==> config.mk <==
export PLATFORM = sky130hd
export DESIGN_NAME = cmvs_ram
export DESIGN_NICKNAME = d
export VERILOG_FILES = /design/src/cmvs_ram.sv
export SDC_FILE = /design/constraint.sdc
export NUM_CORES = 2
export LEC_CHECK = 0
export BUFFER_PORTS_ARGS = -buffer_cell sky130_fd_sc_hd__buf_2
export CORE_ASPECT_RATIO = 0.8
export CORE_UTILIZATION = 33
export DETAILED_ROUTE_END_ITERATION = 6
export GPL_TIMING_DRIVEN = 0
export PLACE_DENSITY = 0.52
export SETUP_SLACK_MARGIN = 0.15
export SLEW_MARGIN = 40
export SYNTH_ARGS = -nofsm -noshare
export SYNTH_HDL_FRONTEND = slang
export SYNTH_SLANG_ARGS = --single-unit
==> constraint.sdc <==
create_clock -name i_clk -period 3.3 [get_ports i_clk]
set_clock_uncertainty 0.2 [all_clocks]
set_input_delay 0.99 -clock i_clk [delete_from_list [all_inputs] [get_ports i_clk]]
set_output_delay 0.99 -clock i_clk [all_outputs]
set_load 0.02 [all_outputs]
==> src/cmvs_ram.sv <==
// cmvs_ram: generic single-port-write, single-port-read ram
// registered read data, no reset on contents
// no dependencies
`default_nettype none

module cmvs_ram #(
    parameter int WIDTH = 8,
    parameter int DEPTH = 256
) (
    input  wire logic                     i_clk,
    input  wire logic                     i_we,
    input  wire logic [$clog2(DEPTH)-1:0] i_waddr,
    input  wire logic [WIDTH-1:0]         i_wdata,
    input  wire logic                     i_re,
    input  wire logic [$clog2(DEPTH)-1:0] i_raddr,
    output logic      [WIDTH-1:0]         o_rdata
);

    logic [WIDTH-1:0] r_mem [DEPTH];
    logic [WIDTH-1:0] r_rdata;

    // write port
    always_ff @(posedge i_clk) begin
        if (i_we) begin
            r_mem[i_waddr] <= i_wdata;
        end
    end

    // registered read port, holds when not enabled
    always_ff @(posedge i_clk) begin
        if (i_re) begin
            r_rdata <= r_mem[i_raddr];
        end
    end

    assign o_rdata = r_rdata;

endmodule

`default_nettype wire

Word level (Yosys, flattened, before mapping)
Memory sizes are Yosys's and may differ from the RTL's. A register that Yosys moved wholly into a read port is not among the register bits.
Index checks and enable logic that the tools add are counted.
Widths: inputs -> output; s select.
{"block": "classes", "mux": 2}
{"op": "$mux 1", "n": 2}
{"block": "totals", "regBits": 0, "ramBits": 2048, "inputBits": 27, "memories": 1}
{"name": "r_mem", "depth": 256, "width": 8, "read_ports": 1, "rd_clocked_by_memory_dff": 1, "wr": 1, "line": "19", "rtl": "logic [WIDTH-1:0] r_mem [DEPTH];"}

Logic depth before layout (Yosys ltp)
{"block": "logic_depth", "word_depth": 2, "ltp_mapped": 11, "mapped_depth_nobuf": 6}

Least setup slack after synthesis
OpenSTA, ideal clock, no wires.
{"block": "synth_path", "kind": "input to register", "startpoint": "input port i_raddr[0]", "endpoint": "register r_rdata[2] (netlist: o_rdata[2]) (read register of r_mem), data pin", "arrival_time_ns": 2.797, "slack_ns": 0.034, "path_stages": 9, "path_cell_list": "buf_6 -> buf_12 -> buf_8 -> buf_2 -> mux4_2 -> a22oi_1 -> a21oi_1 -> nor4_1 -> nor4_2"}
{"element": "from (decl)", "line": "15", "rtl": "input wire logic [$clog2(DEPTH)-1:0] i_raddr,"}
{"element": "to (decl)", "line": "20", "rtl": "logic [WIDTH-1:0] r_rdata;"}

Worst setup path in the final report
{"block": "layout_path", "startpoint": "input port i_waddr[0]", "endpoint": "memory r_mem[95][4] (enable)"}
{"element": "from (decl)", "line": "12", "rtl": "input wire logic [$clog2(DEPTH)-1:0] i_waddr,"}
{"element": "to (decl)", "line": "19"}
Straight into the memory's write port.

==> impl_metrics.tcl <==
set metrics [dict create \
    yosys_warnings 0 \
    multiInputGateArea_um2 18600 \
    p_leak_nw 28.9 \
    crit_arrival_ns 3.69 \
    drive_gt1_frac 0.350 \
    grt_max_degree 98 \
    ys_seq_elements 2056 \
    cts_buffers 203 \
    dieArea_um2 243000 \
    slew_headroom 0.301 \
    tightestPinTransition_ns 1.05 \
    drv_slew 0 \
    n_fill_cell 21100 \
    final_nets 4074 \
    rows 160 \
    area_delta_synth_final_pct 19.4 \
    clkTransAtPathRegs_ns 0.06 \
    num_vias 42200 \
    synthCells 3733 \
    path_max_fanout 10 \
    synth_ff_type "edfxtp_1" \
    postSynthAreaPerCell_um2 21.3 \
    setup-violations-final 76 \
    finalCriticalPeriod_ns 3.42 \
    clock-sinks 2056 \
    clock_latency_ns 0.87 \
    hold_viol_final 0 \
    portBuffers 27 \
    pin_count 35 \
    status "finished with violations" \
    r2r_start "r_mem[83][1]" \
    fin_util 0.398 \
    root_buffer "clkbuf_16" \
    vias_per_cell 5.72 \
    cts-hold-fix-buffers 0 \
    wirelength_um 262000 \
    syn_nets 3760 \
    cts_tree "yes" \
    grtUsageTotal 0.213 \
    period_share 1.04 \
    gp_congestion 0.890 \
    hp-class "in -> reg" \
    hold_path.startpoint "i_wdata[7]" \
    end_kind "register" \
    htree_levels 4 \
    ant_nets 0 \
    regArea_um2 61700 \
    crit_type "in -> reg" \
    drc 0 \
    whs_ns 0.242 \
    synth-edff-count 2056 \
    die_w_um 551 \
    ys_seq_area_frac 0.775 \
    drtIter0Drc 6476 \
    ys_top_cells_by_area "edfxtp_1, mux4_2, mux2i_1" \
    cts.path.max_buffers 4 \
    cp.required_ns 3.57 \
    grt_pass1_wl_um 352000 \
    start_kind "input pin" \
    detail_route.first_pass.iterations 6 \
    dp_hpwl_um 178000 \
    yosys.area.top_type "edfxtp_1" \
    antenna_found_initial 24 \
    synth-async-reset-ratio 0 \
    vdd_drop_max_uv 429 \
    core_area_um2 239000 \
    grt_pass1_vias 40700 \
    worst_slack_ns -0.120 \
    syn_area_um2 79600 \
    timing.fmax_ghz 0.292 \
    grt_overflow_total 0 \
    violations "negative setup slack" \
    start_util 0.333 \
    power_density_nw_per_um2 589 \
    fp.dieH_um 441 \
    netlist.area_leader.share 0.775 \
    yosysUniqueCellTypes 54 \
    drv_cap 0 \
    detail_route.wl_per_cell_um 35.5 \
    rsz0062_at_grt "true" \
    worstSetupStartpoint "i_waddr[0]" \
]
[registers in the layout (all words and copies together) (netlist names)]
signal,cells
r_mem,2048
o_rdata,8
[area by class of cell]
type	instances	share of cell area
sequential	2056	0.649
multi-input combinational	1442	0.196
clock buffer	236	0.0554
tap	3159	0.0416
buffer	233	0.0277
timing repair buffer	109	0.0167
clock inverter	132	0.0133
antenna	7	0.000184
inverter	2	0.0000921
[synth_stat cells, types with 13 or more instances]
master       n
edfxtp_1  2056
mux4_2     454
nor2_1     282
mux2i_1    134
a22oi_1    133
clkbuf_1   111
a21oi_1     96
o221ai_1    46
nand3_1     34
nand2_1     33
buf_2       31
nor2b_1     31
o22ai_1     28
buf_4       27
nor4_1      24
buf_1       22
nor3_1      22
buf_6       21
a211oi_1    16
a221oi_1    13
buf_8       13
[path summary, 6_finish.rpt]
check             slack [ns]            end  depth (start not counted)
hold / removal          0.24  r_mem[188][7]                          1
setup reg to reg        0.38     o_rdata[1]                          5
setup / recovery       -0.12   r_mem[95][4]                          6
hold reg to reg         1.12     o_rdata[5]                          6
[power by group]
part	total, mW	internal, mW	switching (mW)
logic	3.77	1.28	2.49
clock network	23.4	13.3	10.1
registers	28.8	28.8	0.0151
[stage by stage]
stage                     total power, mW  instance area (um2)  std cells  worst slack (ns)  TNS [ns]
final                                56.0                95100       7376            -0.120     -5.76
after detailed placement             32.7                85700       6958             -2.33  -1082.90
after floorplan                      30.8                79900       3733             0.136         0
after CTS                            56.1                94100       7344           -0.0738     -2.08
after global placement               32.6                83900       6919             -3.36  -6942.76
after global routing                 57.3                95100       7373            0.0121         0
[repair_timing]
item / in CTS / in global routing
resized for setup: 405 / 149
pin swaps: 30 / 26
buffers inserted: 18 / 25
setup endpoints to repair: 391 / 544
endpoints found under the hold margin: 0 / 0
[critical path: stages]
cell and delay, ns:
clkbuf_1 0.39, nand4_1 0.60, inv_1 0.18, nand2_1 0.35
clkbuf_4 0.56, nor2_2 0.56
[cells in the final DEF (no fill, tap or decap), types with 9 or more instances in the layout]
| cell type | netlist | routed |
|---|---|---|
| nor2b_1 | 31 | 28 |
| buf_6 | 21 | 21 |
| nor3_4 | 0 | 11 |
| buf_8 | 13 | 18 |
| nand3_1 | 34 | 30 |
| nor4_4 | 0 | 25 |
| nand2_1 | 33 | 30 |
| o221ai_1 | 46 | 32 |
| a21oi_2 | 0 | 26 |
| bufinv_16 | 0 | 24 |
| o211ai_1 | 10 | 10 |
| a22oi_2 | 0 | 24 |
| o221ai_2 | 1 | 14 |
| clkinv_1 | 1 | 50 |
| buf_16 | 0 | 48 |
| nor2_1 | 282 | 44 |
| o22ai_1 | 28 | 25 |
| clkbuf_4 | 0 | 48 |
| clkbuf_1 | 111 | 57 |
| buf_4 | 27 | 62 |
| nor2_4 | 0 | 29 |
| clkbuf_8 | 0 | 14 |
| clkbuf_16 | 0 | 207 |
| clkinv_2 | 0 | 43 |
| nor2_2 | 0 | 209 |
| mux2i_1 | 134 | 128 |
| a21oi_4 | 0 | 14 |
| buf_2 | 31 | 32 |
| clkinvlp_4 | 0 | 9 |
| mux4_2 | 454 | 455 |
| clkbuf_2 | 0 | 20 |
| buf_12 | 8 | 49 |
| a22oi_1 | 133 | 109 |
| edfxtp_1 | 2056 | 2056 |
| a21oi_1 | 96 | 56 |
| nand4_1 | 10 | 10 |
[logic make-up after synthesis]
family          Yosys count  share of synthesized area
compound gates          385                     0.0342
buf+inv                 235                     0.0183
simple gates            466                     0.0263
mux                     591                      0.146
flops                  2056                      0.775
[layer usage]
layer / global-route usage / part of all wire
met2: 0.310 / 0.44
met3: 0.0518 / 0.10
met4: 0.0652 / 0.030
met1: 0.314 / 0.43
met5: 0.00408 / 0.00053
Note: power is estimated with default switching activity, not from simulation.
